`config.mk`:
```
export PLATFORM = sky130hd
export DESIGN_NAME = url_query_decoder_unit
export DESIGN_NICKNAME = d
export VERILOG_FILES = /design/src/hw/rtl/uqd_pkg.sv /design/src/hw/rtl/uqd_regs.sv /design/src/hw/rtl/uqd_decode.sv /design/src/hw/rtl/uqd_outq.sv /design/src/hw/rtl/url_query_decoder_unit.sv
export SDC_FILE = /design/constraint.sdc
export NUM_CORES = 1
export LEC_CHECK = 0
export BUFFER_PORTS_ARGS = -buffer_cell sky130_fd_sc_hd__buf_2
export CORE_MARGIN = 5
export CORE_UTILIZATION = 50
export CTS_CLUSTER_SIZE = 14
export DETAILED_ROUTE_END_ITERATION = 16
export GPL_TIMING_DRIVEN = 0
export PLACE_DENSITY = 0.71
export SKIP_LAST_GASP = 1
export SYNTH_ARGS = -nofsm -noshare
export SYNTH_HDL_FRONTEND = slang
export SYNTH_SLANG_ARGS = --single-unit
```
`constraint.sdc`:
```
create_clock -name i_clk -period 5.6 [get_ports i_clk]
set_input_delay 0.56 -clock i_clk [delete_from_list [all_inputs] [get_ports i_clk]]
set_output_delay 0.56 -clock i_clk [all_outputs]
set_load 0.005 [all_outputs]
```
`src/hw/rtl/uqd_pkg.sv`:
```
// Shared types, character codes and helpers for the URL query decoder.
// No dependencies; imported by every module of the decoder.
package uqd_pkg;

    localparam int unsigned UQD_OUTQ_DEPTH = 4;

    localparam logic [7:0] CH_AMP   = 8'h26;
    localparam logic [7:0] CH_EQ    = 8'h3D;
    localparam logic [7:0] CH_PCT   = 8'h25;
    localparam logic [7:0] CH_PLUS  = 8'h2B;
    localparam logic [7:0] CH_SPACE = 8'h20;
    localparam logic [7:0] CTRL_MAX = 8'h1F;
    localparam logic [7:0] CH_LF    = 8'h0A;
    localparam logic [7:0] CH_CR    = 8'h0D;

    localparam logic [15:0] MAX_PART_LEN_RST = 16'd2047;
    localparam logic [4:0]  HEX_BAD          = 5'd16;

    // Register indexes on the configuration port
    localparam logic REG_KEEP_NL = 1'b0;
    localparam logic REG_MAX_LEN = 1'b1;

    typedef enum logic [2:0] {
        K_NAME_BYTE  = 3'd0,
        K_VALUE_BYTE = 3'd1,
        K_NAME_END   = 3'd2,
        K_FIELD_END  = 3'd3,
        K_OK         = 3'd4,
        K_FAILED     = 3'd5
    } t_kind;

    typedef enum logic [3:0] {
        PH_NAME  = 4'b0001,
        PH_VALUE = 4'b0010,
        PH_SKIP  = 4'b0100,
        PH_FAIL  = 4'b1000
    } t_phase;

    typedef enum logic [2:0] {
        ESC_IDLE = 3'b001,
        ESC_HI   = 3'b010,
        ESC_LO   = 3'b100
    } t_esc;

    typedef struct packed {
        logic [7:0] data;
        t_kind      kind;
        logic       last;
    } t_res;

    // Up to two results per input item; the second only ever follows the first
    typedef struct packed {
        logic v0;
        t_res r0;
        logic v1;
        t_res r1;
    } t_push;

    typedef struct packed {
        logic        keep_newlines;
        logic [15:0] max_part_len;
    } t_cfg;

    function automatic logic [4:0] hex_val(input logic [7:0] c);
        logic [4:0] v;
        v = HEX_BAD;
        if (c >= 8'h30 && c <= 8'h39) begin
            v = {1'b0, c[3:0]};
        end else if ((c >= 8'h61 && c <= 8'h66) || (c >= 8'h41 && c <= 8'h46)) begin
            v = {1'b0, c[3:0]} + 5'd9;
        end
        return v;
    endfunction

endpackage

```
`src/hw/rtl/uqd_regs.sv`:
```
// APB-style configuration registers of the URL query decoder.
// Depends on uqd_pkg.
module uqd_regs (
    input  logic          i_clk,
    input  logic          i_rst_n,
    input  logic          psel,
    input  logic          penable,
    input  logic          pwrite,
    input  logic [2:0]    paddr,
    input  logic [31:0]   pwdata,
    output logic [31:0]   prdata,
    output logic          pready,
    output uqd_pkg::t_cfg o_cfg
);
    import uqd_pkg::*;

    logic r_keep_nl;
    logic [15:0] r_max_len;
    logic wr_en;
    logic reg_idx;

    assign pready  = 1'b1;
    assign reg_idx = paddr[2];
    assign wr_en   = psel & penable & pwrite;

    always_ff @(posedge i_clk) begin
        if (!i_rst_n) begin
            r_keep_nl <= 1'b0;
            r_max_len <= MAX_PART_LEN_RST;
        end else if (wr_en) begin
            case (reg_idx)
                REG_KEEP_NL: r_keep_nl <= pwdata[0];
                REG_MAX_LEN: r_max_len <= pwdata[15:0];
                default: ;
            endcase
        end
    end

    always_comb begin
        case (reg_idx)
            REG_KEEP_NL: prdata = {31'd0, r_keep_nl};
            REG_MAX_LEN: prdata = {16'd0, r_max_len};
            default:     prdata = 32'd0;
        endcase
    end

    assign o_cfg = '{keep_newlines: r_keep_nl, max_part_len: r_max_len};

endmodule

```
`src/hw/rtl/uqd_decode.sv`:
```
// Query parse state and single-pass byte decode; produces up to two results
// per accepted item. Depends on uqd_pkg.
module uqd_decode (
    input  logic           i_clk,
    input  logic           i_rst_n,
    input  uqd_pkg::t_cfg  i_cfg,
    input  logic           i_accept,
    input  logic [7:0]     i_in_byte,
    input  logic           i_end_of_query,
    output uqd_pkg::t_push o_push
);
    import uqd_pkg::*;

    t_phase      r_phase, n_phase;
    logic        r_at_start, n_at_start;
    t_esc        r_esc, n_esc;
    logic [4:0]  r_high, n_high;
    logic [15:0] r_part_count, n_part_count;

    t_push       push;
    logic        do_decode;
    t_kind       dec_kind;
    logic [16:0] cnt;
    logic [4:0]  hv;
    logic [7:0]  pair;

    assign cnt  = {1'b0, r_part_count} + 17'd1;
    assign hv   = hex_val(i_in_byte);
    assign pair = {r_high[3:0], hv[3:0]};

    always_comb begin
        n_phase      = r_phase;
        n_at_start   = r_at_start;
        n_esc        = r_esc;
        n_high       = r_high;
        n_part_count = r_part_count;
        push         = '0;
        do_decode    = 1'b0;
        dec_kind     = K_NAME_BYTE;

        if (i_end_of_query) begin
            push.v0      = 1'b1;
            push.r0.last = 1'b1;
            push.r0.kind = K_OK;
            case (r_phase)
                PH_FAIL: push.r0.kind = K_FAILED;
                PH_NAME: if (!r_at_start) push.r0.kind = K_FAILED;
                PH_VALUE: begin
                    if (r_part_count >= i_cfg.max_part_len) begin
                        push.r0.kind = K_FAILED;
                    end else begin
                        push.r0.kind = K_FIELD_END;
                        push.r0.last = 1'b0;
                        push.v1      = 1'b1;
                        push.r1.kind = K_OK;
                        push.r1.last = 1'b1;
                    end
                end
                default: ;
            endcase
            n_phase      = PH_NAME;
            n_at_start   = 1'b1;
            n_esc        = ESC_IDLE;
            n_high       = 5'd0;
            n_part_count = 16'd0;
        end else begin
            case (r_phase)
                PH_NAME: begin
                    if (i_in_byte == CH_AMP) begin
                        if (!r_at_start) n_phase = PH_FAIL;
                        n_esc        = ESC_IDLE;
                        n_high       = 5'd0;
                        n_part_count = 16'd0;
                    end else if (i_in_byte == CH_EQ) begin
                        if (r_at_start) begin
                            n_phase = PH_SKIP;
                        end else begin
                            push.v0      = 1'b1;
                            push.r0.kind = K_NAME_END;
                            n_phase      = PH_VALUE;
                        end
                        n_at_start   = 1'b0;
                        n_esc        = ESC_IDLE;
                        n_high       = 5'd0;
                        n_part_count = 16'd0;
                    end else begin
                        n_at_start = 1'b0;
                        do_decode  = 1'b1;
                        dec_kind   = K_NAME_BYTE;
                    end
                end
                PH_VALUE: begin
                    if (i_in_byte == CH_AMP) begin
                        if (r_part_count >= i_cfg.max_part_len) begin
                            n_phase = PH_FAIL;
                        end else begin
                            push.v0      = 1'b1;
                            push.r0.kind = K_FIELD_END;
                            n_phase      = PH_NAME;
                            n_at_start   = 1'b1;
                        end
                        n_esc        = ESC_IDLE;
                        n_high       = 5'd0;
                        n_part_count = 16'd0;
                    end else begin
                        do_decode = 1'b1;
                        dec_kind  = K_VALUE_BYTE;
                    end
                end
                PH_SKIP: begin
                    if (i_in_byte == CH_AMP) begin
                        n_phase      = PH_NAME;
                        n_at_start   = 1'b1;
                        n_esc        = ESC_IDLE;
                        n_high       = 5'd0;
                        n_part_count = 16'd0;
                    end
                end
                default: ;
            endcase
        end

        // Counted byte of a name or value
        if (do_decode) begin
            n_part_count = cnt[15:0];
            push.r0.kind = dec_kind;
            if (cnt >= {1'b0, i_cfg.max_part_len}) begin
                n_phase = PH_FAIL;
            end else begin
                case (r_esc)
                    ESC_HI: begin
                        n_high = hv;
                        n_esc  = ESC_LO;
                    end
                    ESC_LO: begin
                        n_esc  = ESC_IDLE;
                        n_high = 5'd0;
                        // drop bad pairs and pairs that decode to control codes
                        if (r_high != HEX_BAD && hv != HEX_BAD && pair > CTRL_MAX) begin
                            push.v0      = 1'b1;
                            push.r0.data = pair;
                        end
                    end
                    default: begin
                        if (i_in_byte == CH_PCT) begin
                            n_esc = ESC_HI;
                        end else if (i_in_byte == CH_PLUS) begin
                            push.v0      = 1'b1;
                            push.r0.data = CH_SPACE;
                        end else if (i_in_byte <= CTRL_MAX) begin
                            if (i_cfg.keep_newlines &&
                                (i_in_byte == CH_LF || i_in_byte == CH_CR)) begin
                                push.v0      = 1'b1;
                                push.r0.data = i_in_byte;
                            end
                        end else begin
                            push.v0      = 1'b1;
                            push.r0.data = i_in_byte;
                        end
                    end
                endcase
            end
        end
    end

    always_ff @(posedge i_clk) begin
        if (!i_rst_n) begin
            r_phase      <= PH_NAME;
            r_at_start   <= 1'b1;
            r_esc        <= ESC_IDLE;
            r_high       <= 5'd0;
            r_part_count <= 16'd0;
        end else if (i_accept) begin
            r_phase      <= n_phase;
            r_at_start   <= n_at_start;
            r_esc        <= n_esc;
            r_high       <= n_high;
            r_part_count <= n_part_count;
        end
    end

    always_comb begin
        o_push    = push;
        o_push.v0 = push.v0 & i_accept;
        o_push.v1 = push.v1 & i_accept;
    end

endmodule

```
`src/hw/rtl/uqd_outq.sv`:
```
// Small result queue between the decoder and the output channel; takes up
// to two results per cycle and hands out one. Depends on uqd_pkg.
module uqd_outq #(
    parameter int unsigned DEPTH = uqd_pkg::UQD_OUTQ_DEPTH
) (
    input  logic           i_clk,
    input  logic           i_rst_n,
    input  uqd_pkg::t_push i_push,
    output logic           o_room,
    output logic           o_valid,
    input  logic           i_ready,
    output uqd_pkg::t_res  o_res
);
    import uqd_pkg::*;

    localparam int unsigned PW = (DEPTH > 1) ? $clog2(DEPTH) : 1;
    localparam int unsigned CW = $clog2(DEPTH + 1);
    localparam logic [PW-1:0] LAST_IDX = PW'(DEPTH - 1);
    localparam logic [CW-1:0] ROOM_MAX = CW'(DEPTH - 2);

    function automatic logic [PW-1:0] ptr_inc(input logic [PW-1:0] p);
        return (p == LAST_IDX) ? '0 : p + PW'(1);
    endfunction

    t_res          r_mem [DEPTH];
    logic [PW-1:0] r_wr, n_wr;
    logic [PW-1:0] r_rd, n_rd;
    logic [CW-1:0] r_count, n_count;
    logic [PW-1:0] wr_next;
    logic          pop;

    assign wr_next = ptr_inc(r_wr);
    assign pop     = o_valid & i_ready;
    assign o_valid = (r_count != '0);
    assign o_room  = (r_count <= ROOM_MAX);
    assign o_res   = r_mem[r_rd];

    always_comb begin
        n_wr    = r_wr;
        n_rd    = r_rd;
        n_count = r_count;
        if (i_push.v0) n_wr = wr_next;
        if (i_push.v1) n_wr = ptr_inc(wr_next);
        if (pop) n_rd = ptr_inc(r_rd);
        n_count = r_count + CW'(i_push.v0) + CW'(i_push.v1) - CW'(pop);
    end

    always_ff @(posedge i_clk) begin
        if (i_push.v0) r_mem[r_wr] <= i_push.r0;
        if (i_push.v1) r_mem[wr_next] <= i_push.r1;
    end

    always_ff @(posedge i_clk) begin
        if (!i_rst_n) begin
            r_wr    <= '0;
            r_rd    <= '0;
            r_count <= '0;
        end else begin
            r_wr    <= n_wr;
            r_rd    <= n_rd;
            r_count <= n_count;
        end
    end

endmodule

```
`src/hw/rtl/url_query_decoder_unit.sv`:
```
// URL query decoder: percent/plus decoding of query bytes into a tagged stream.
// A result is queued by the transfer that causes it, behind earlier results.
// Throughput: one input transfer per cycle; the result queue of OUTQ_DEPTH
// entries takes input while it has room for the two results of one item.
// Reset (synchronous, active low) clears parse state, the result queue and
// the registers (keep_newlines 0, max_part_len 2047). Depends on uqd_pkg.
module url_query_decoder_unit #(
    parameter int unsigned OUTQ_DEPTH = uqd_pkg::UQD_OUTQ_DEPTH
) (
    input  logic        i_clk,
    input  logic        i_rst_n,
    input  logic        psel,
    input  logic        penable,
    input  logic        pwrite,
    input  logic [2:0]  paddr,
    input  logic [31:0] pwdata,
    output logic [31:0] prdata,
    output logic        pready,
    input  logic        i_in_valid,
    output logic        o_in_ready,
    input  logic [7:0]  i_in_byte,
    input  logic        i_end_of_query,
    output logic        o_out_valid,
    input  logic        i_out_ready,
    output logic [7:0]  o_out_byte,
    output logic [2:0]  o_out_kind,
    output logic        o_out_last
);
    import uqd_pkg::*;

    t_cfg  cfg;
    t_push push;
    t_res  res;
    logic  room;
    logic  accept;

    assign o_in_ready = room;
    assign accept     = i_in_valid & room;

    uqd_regs u_regs (
        .i_clk   (i_clk),
        .i_rst_n (i_rst_n),
        .psel    (psel),
        .penable (penable),
        .pwrite  (pwrite),
        .paddr   (paddr),
        .pwdata  (pwdata),
        .prdata  (prdata),
        .pready  (pready),
        .o_cfg   (cfg)
    );

    uqd_decode u_decode (
        .i_clk          (i_clk),
        .i_rst_n        (i_rst_n),
        .i_cfg          (cfg),
        .i_accept       (accept),
        .i_in_byte      (i_in_byte),
        .i_end_of_query (i_end_of_query),
        .o_push         (push)
    );

    uqd_outq #(
        .DEPTH (OUTQ_DEPTH)
    ) u_outq (
        .i_clk   (i_clk),
        .i_rst_n (i_rst_n),
        .i_push  (push),
        .o_room  (room),
        .o_valid (o_out_valid),
        .i_ready (i_out_ready),
        .o_res   (res)
    );

    assign o_out_byte = res.data;
    assign o_out_kind = res.kind;
    assign o_out_last = res.last;

endmodule
```
# Word-level counts from Yosys, hierarchy flattened
# Memories as Yosys holds them, arrays and structs flattened. A register that Yosys moved wholly into a read port is not among the register bits.
# Index checks and enable logic that the tools add are counted.
# Widths: inputs -> output; s select.
# op_classes
addsub	8
order_cmp	11
eq_ne	23
n_mux	93
n_bitwise	7
reduce_logical	17
# ops
op	n
$mux 16	5
$pmux 32 s2	1
$mux 9	6
$mux 4	12
$mux 3	15
$mux 5	8
$eq 8x6->1 const B	4
$pmux 16 s2	1
$mux 2	12
$mux 1	21
$pmux 5 s2	2
$pmux 3 s2	3
$pmux 9 s2	1
$add 16x1->17 const B	1
$ge 17x16->1	1
$eq 8x4->1 const B	2
$ge 16x16->1	1
$ge 8x7->1 const B	2
$le 8x7->1 const B	2
$mux 12	1
$pmux 4 s3	1
$ne 5x5->1 const B	2
$pmux 3 s3	1
$ge 8x6->1 const B	1
other kinds (32)	53
# word_totals
ff_bits	53
ramBits	48
inputBits	51
n_memories	1
# mem_list
memory	depth	width	read_ports	rd_clocked_by_memory_dff	write_ports	line	source
u_outq.r_mem	4	12	1	1	2	uqd_outq.sv:25	t_res r_mem [DEPTH];

# Logic depth before layout (Yosys ltp)
# logic_depth
word_depth	16
depth_mapped	20
depth_no_buf	19

# Cells and area by module
# From an unflattened synthesis, not the netlist that was laid out.
# unflattened
hier_cells	686
hier_area_um2	6869.1
# modules_own_cells
mod	n_inst	cells_per_inst	area_each_um2	seq_area_each_um2
uqd_decode	1	396	3021.6	560.5
uqd_outq	1	177	2830.2	1621.6
uqd_regs	1	112	1011.0	340.3
url_query_decoder_unit	1	1	6.3	0.0

# Worst setup path before layout
# No wires, ideal clock.
# synth_timing
path_kind	register -> register
start	register u_decode.r_part_count[7]
end	register u_outq.r_count[2]
arrival_ns	4.407
t_required_ns	5.472
path_slack_ns	1.065
stages_incl_launch_ff	19
n_path_buf	1
cell_sequence	dfxtp_1 and4_1 nor4b_1 xor2_1 ha_1 a21o_1 a21oi_1 o211ai_1 o31a_1 a2111oi_4 or2_1 buf_6 inv_2 ha_1 inv_1 fa_1 fa_1 xor2_1 nor2_1
# synth_via
elab_chain_len	16
word_cells_on_any_way	23
cone_classes	4 x add/sub; 2 x order compare; 15 x mux; 2 x bitwise
# synth_lines
item	line	source
start, declared	uqd_decode.sv:18	logic [15:0] r_part_count, n_part_count;
start signal, assigned	uqd_decode.sv:178	r_part_count <= n_part_count;
$ge 16x16->1	uqd_decode.sv:49, uqd_decode.sv:94	
$mux 1	uqd_decode.sv:94	if (r_part_count >= i_cfg.max_part_len) begin
$mux 1	uqd_decode.sv:93	if (i_in_byte == CH_AMP) begin
$pmux 1 s2	uqd_decode.sv:67	case (r_phase)
$mux 1	uqd_decode.sv:41	if (i_end_of_query) begin
$mux 9	uqd_decode.sv:151	if (i_cfg.keep_newlines &&
$mux 9	uqd_decode.sv:150	end else if (i_in_byte <= CTRL_MAX) begin
$mux 9	uqd_decode.sv:147	end else if (i_in_byte == CH_PLUS) begin
$mux 9	uqd_decode.sv:145	if (i_in_byte == CH_PCT) begin
$pmux 9 s2	uqd_decode.sv:130	case (r_esc)
$mux 9	uqd_decode.sv:127	if (cnt >= {1'b0, i_cfg.max_part_len}) begin
$mux 12	uqd_decode.sv:124	if (do_decode) begin
$and 1x1->1	uqd_decode.sv:184	o_push.v0 = push.v0 & i_accept;
$add 3x1->3	uqd_outq.sv:45	n_count = r_count + CW'(i_push.v0) + CW'(i_push.v1) - CW'(pop);
$add 3x1->3 *	uqd_outq.sv:45	
$sub 3x1->3 *	uqd_outq.sv:45	
end signal, assigned	uqd_outq.sv:61	r_count <= n_count;
end, declared	uqd_outq.sv:28	logic [CW-1:0] r_count, n_count;
# Every way passes the cells marked *; elsewhere a longest branch is shown, timed or not.
# A chain may end at the register's enable or synchronous reset.

# Worst setup path after layout
# layout_timing
start	register u_decode.r_part_count[2]
end	register u_outq.r_count[2]
# Same word-level chain as after synthesis.

==> summary.json <==
{
  "status": {"value": "complete, no violations"},
  "netlist_instances": {"value": 744},
  "total_negative_slack_for_setup_checks": {"value": 0, "unit": "ps"},
  "port-buffer-count": {"value": 60},
  "route.detailed.drc": {"value": 0},
  "min_delay_worst_endpoint": {"value": "u_regs.r_max_len[7]$_SDFFE_PN1P_"},
  "flow.area_growth_from_synthesis": {"value": 13.1, "unit": "%"},
  "synthDominantCellAreaShare": {"value": 29.0, "unit": "%"},
  "multi_input_comb_area": {"value": 3970, "unit": "um^2"},
  "numPlacedInstances": {"value": 991},
  "setup.worst_path.start_class": {"value": "register"},
  "via_count": {"value": 5805},
  "antenna_violations_before_repair": {"value": 1},
  "ctsResizeCount": {"value": 0},
  "maxSlewViolCount": {"value": 0},
  "routed_wl": {"value": 16800, "unit": "um"},
  "drt.antenna.violating_nets": {"value": 0},
  "sequential_cell_area": {"value": 2120, "unit": "um^2"},
  "drt-initial-drc-count": {"value": 480},
  "p_leak": {"value": 3.50, "unit": "nW"},
  "timing.hold.worst_path_depth": {"value": 3},
  "ys_ff_latch": {"value": 102},
  "core_region_area": {"value": 12700, "unit": "um^2"},
  "worst_slew_pin_slew": {"value": 897, "unit": "ps"},
  "ys_async_sr_fraction": {"value": 0, "unit": "%"},
  "initial_core_util": {"value": 51.2, "unit": "%"},
  "synth_top_cells_by_area": {"value": "dfxtp_1 (29%), ha_1 (8.9%), nand2_1 (6.5%), mux2i_1 (5.6%), mux4_2 (4.2%)"},
  "finish.cell_count_without_fillers": {"value": 1007},
  "yosysSeqAreaShare": {"value": 32.7, "unit": "%"},
  "worst_hold_path_type": {"value": "primary input to register"},
  "floorplan.rows": {"value": 41},
  "finalCriticalPeriod": {"value": 5240, "unit": "ps"},
  "power.density": {"value": 306, "unit": "nW/um^2"},
  "post-synth-top-area-cell": {"value": "dfxtp_1"},
  "yosysUniqueCellTypes": {"value": 76},
  "fillCellCount": {"value": 1182},
  "viasPerCell": {"value": 5.76},
  "largest_net_degree_at_the_start_of_global_routing": {"value": 18},
  "ctsRootBufferMaster": {"value": "clkbuf_16"},
  "synth_top_flop_cell": {"value": "dfxtp_1"},
  "arrival": {"value": 5460, "unit": "ps"},
  "grt-ovfl-total": {"value": 0},
  "regToRegEndpoint": {"value": "u_outq.r_count[2]$_SDFF_PN0_"},
  "die_height": {"value": 124, "unit": "um"},
  "grt_setup_unrepaired": {"value": "no"},
  "insertion_delay_of_the_later_clocked_pin_in_the_worst_skew_pair": {"value": 360, "unit": "ps"},
  "cap_violations": {"value": 0},
  "grt_first_pass_wirelength": {"value": 27200, "unit": "um"},
  "clock-sinks": {"value": 102},
  "path_max_fanout": {"value": 10},
  "final-hold-violation-count": {"value": 0},
  "avgSynthCellArea": {"value": 8.72, "unit": "um^2"},
  "layout.nets": {"value": 929},
  "grt_util_all_layers": {"value": 22.5, "unit": "%"},
  "worstRegToRegCells": {"value": 19},
  "critical_path_capture_point_type": {"value": "register"},
  "setup.reg_to_reg.worst_slack": {"value": 360, "unit": "ps"},
  "edff_count_synth": {"value": 8},
  "cts_hold_buffers": {"value": 0},
  "hp-start": {"value": "pwdata[7]"},
  "cts_tree": {"value": "yes"},
  "die_area": {"value": 15400, "unit": "um^2"},
  "fin_hold_ws": {"value": 418, "unit": "ps"},
  "finClkSkew": {"value": 7.83, "unit": "ps"},
  "detailed_place_hpwl": {"value": 12700, "unit": "um"},
  "worst-endpoint-required": {"value": 5820, "unit": "ps"},
  "gp_congestion": {"value": 0.911},
  "finalCritPeriodShare": {"value": 93.5, "unit": "%"},
  "maxSlewHeadroom": {"value": 39.5, "unit": "%"},
  "wl_per_cell": {"value": 16.7, "unit": "um"},
  "reg2reg_from": {"value": "u_decode.r_part_count[2]$_SDFFE_PN0P_"},
  "antenna_cells": {"value": 0},
  "peakVddDrop": {"value": 0.170, "unit": "mV"},
  "timing.final.setup_violations": {"value": 0},
  "cts_setup_buffers": {"value": 0},
  "cts.htree.levels": {"value": 3},
  "maximum_number_of_buffers_from_clock_root_to_sink": {"value": 2},
  "clk_pin_slew": {"value": 70, "unit": "ps"},
  "first_global_vias": {"value": 5558},
  "io_pins": {"value": 98},
  "final_layout_size_suffix_gt1_share": {"value": 15.6, "unit": "%"},
  "maxClockFrequency": {"value": 191, "unit": "MHz"},
  "synth-warning-count": {"value": 0},
  "cp_class": {"value": "register to register"},
  "cts_made_buffers": {"value": 9},
  "die_w": {"value": 124, "unit": "um"},
  "area_of_the_mapped_netlist": {"value": 6490, "unit": "um^2"},
  "first_pass_iters": {"value": 7}
}
[stage by stage]
stage | area, um^2 | utilization [%] | power [mW] | setup slack, ps
global placement | 7060 | 55.7 | 1.62 | 521
CTS | 7330 | 57.9 | 2.26 | 386
finish | 7330 | 57.9 | 2.25 | 362
detailed placement | 7060 | 55.7 | 1.66 | 407
floorplan | 6540 | - | 1.45 | 1070
global route | 7330 | 57.9 | 2.38 | 80.4
[report_power, final]
part	leakage, nW	internal [mW]	switching, mW
clock	0.131	0.305	0.292
combinational	2.52	0.314	0.368
sequential	0.847	0.882	0.0849
total	3.50	1.50	0.744
[Yosys cell counts, types with 3 or more instances]
master    count
nand2_1     113
dfxtp_1      94
nor2_1       57
ha_1         46
inv_1        41
a21oi_1      40
mux2i_1      36
o21ai_0      26
clkbuf_1     24
nand3_1      20
buf_4        17
o211ai_1     13
mux4_2       12
nand4_1      12
xor2_1       12
a32o_1       11
nor3_1       11
a41o_1        9
and3_1        8
edfxtp_1      8
nand3b_1      7
a211oi_1      6
and2_1        6
buf_6         6
a21o_1        5
a22oi_1       5
a31oi_1       5
o21ai_2       5
or4_1         5
xnor2_1       5
a221o_1       4
a22o_1        4
or3_1         4
mux2_2        3
nand2b_1      3
nor2b_1       3
nor3b_1       3
nor4b_1       3
o21ai_1       3
o22ai_1       3
o31ai_1       3
[cell families after synthesis]
logic type | count (synthesis) | synth area share (%)
flops | 102 | 32.7
mux | 51 | 10.2
compound gates | 162 | 18.1
xor+xnor | 17 | 2.30
simple gates | 270 | 20.0
fa+ha+maj | 48 | 9.49
buf+inv | 92 | 7.00
other cells | 2 | 0.116
[how the worst max path moves through the flow]
stage                                          startpoint                           end  slack (ps)
finish              u_decode.r_part_count[2]$_SDFFE_PN0P_  u_outq.r_count[2]$_SDFF_PN0_         360
global route        u_decode.r_part_count[7]$_SDFFE_PN0P_  u_outq.r_count[2]$_SDFF_PN0_          80
CTS                 u_decode.r_part_count[7]$_SDFFE_PN0P_  u_outq.r_count[2]$_SDFF_PN0_         390
detailed placement  u_decode.r_part_count[7]$_SDFFE_PN0P_  u_outq.r_count[2]$_SDFF_PN0_         410
global placement    u_decode.r_part_count[3]$_SDFFE_PN0P_  u_outq.r_count[2]$_SDFF_PN0_         520
floorplan           u_decode.r_part_count[7]$_SDFFE_PN0P_  u_outq.r_count[2]$_SDFF_PN0_        1070
[sequential cells by signal, summed over array words and instances, names as in the netlist, named ones only]
name	count
u_decode.r_esc	3
u_outq.r_wr	2
u_decode.r_part_count	16
u_decode.r_at_start	1
u_outq.r_mem	48
u_regs.r_max_len	16
u_regs.r_keep_nl	1
u_decode.r_high	4
u_outq.r_rd	2
u_outq.r_count	3
u_decode.r_phase	4
[critical path: stages, from the launching register on]
cell       delay (ps)
dfxtp_1           450
nand3_1           210
nor4b_1           690
and3_1            340
nand3_1           110
xnor2_1           220
ha_1              280
nand3_1           120
a21oi_1            60
o31a_1            180
a2111oi_4         650
or2_1             230
buf_6             150
inv_2              30
ha_1              260
inv_1              50
fa_1              410
fa_1              410
xor2_1            160
nor2_1             50
[per-layer routing]
layer	vias to the layer above	track usage, %	wire, um
met5	-	0	11
met4	2	7.60	291
met3	29	5.31	883
met2	174	38.2	8240
met1	2776	28.1	7350
li1	2824	-	-
[final cells by class]
type / instances / share of cell area, %
Buffer: 49 / 3.99
Clock buffer: 10 / 3.12
Clock inverter: 6 / 0.631
Inverter: 43 / 2.20
Multi-Input combinational cell: 565 / 54.1
Sequential cell: 102 / 28.9
Tap cell: 172 / 2.93
Timing Repair Buffer: 60 / 4.09
[placed cells by master, fill, tap and decap left out, drive strengths merged, types with 13 or more instances in the layout]
| master | n |
|---|---|
| mux2i | 36 |
| ha | 46 |
| conb | 17 |
| buf | 85 |
| o211ai | 13 |
| dfxtp | 94 |
| nand3 | 20 |
| o21ai | 34 |
| inv | 44 |
| clkbuf | 34 |
| a21oi | 40 |
| nand2 | 114 |
| nor2 | 58 |
Power figures use the tool's default switching activity.
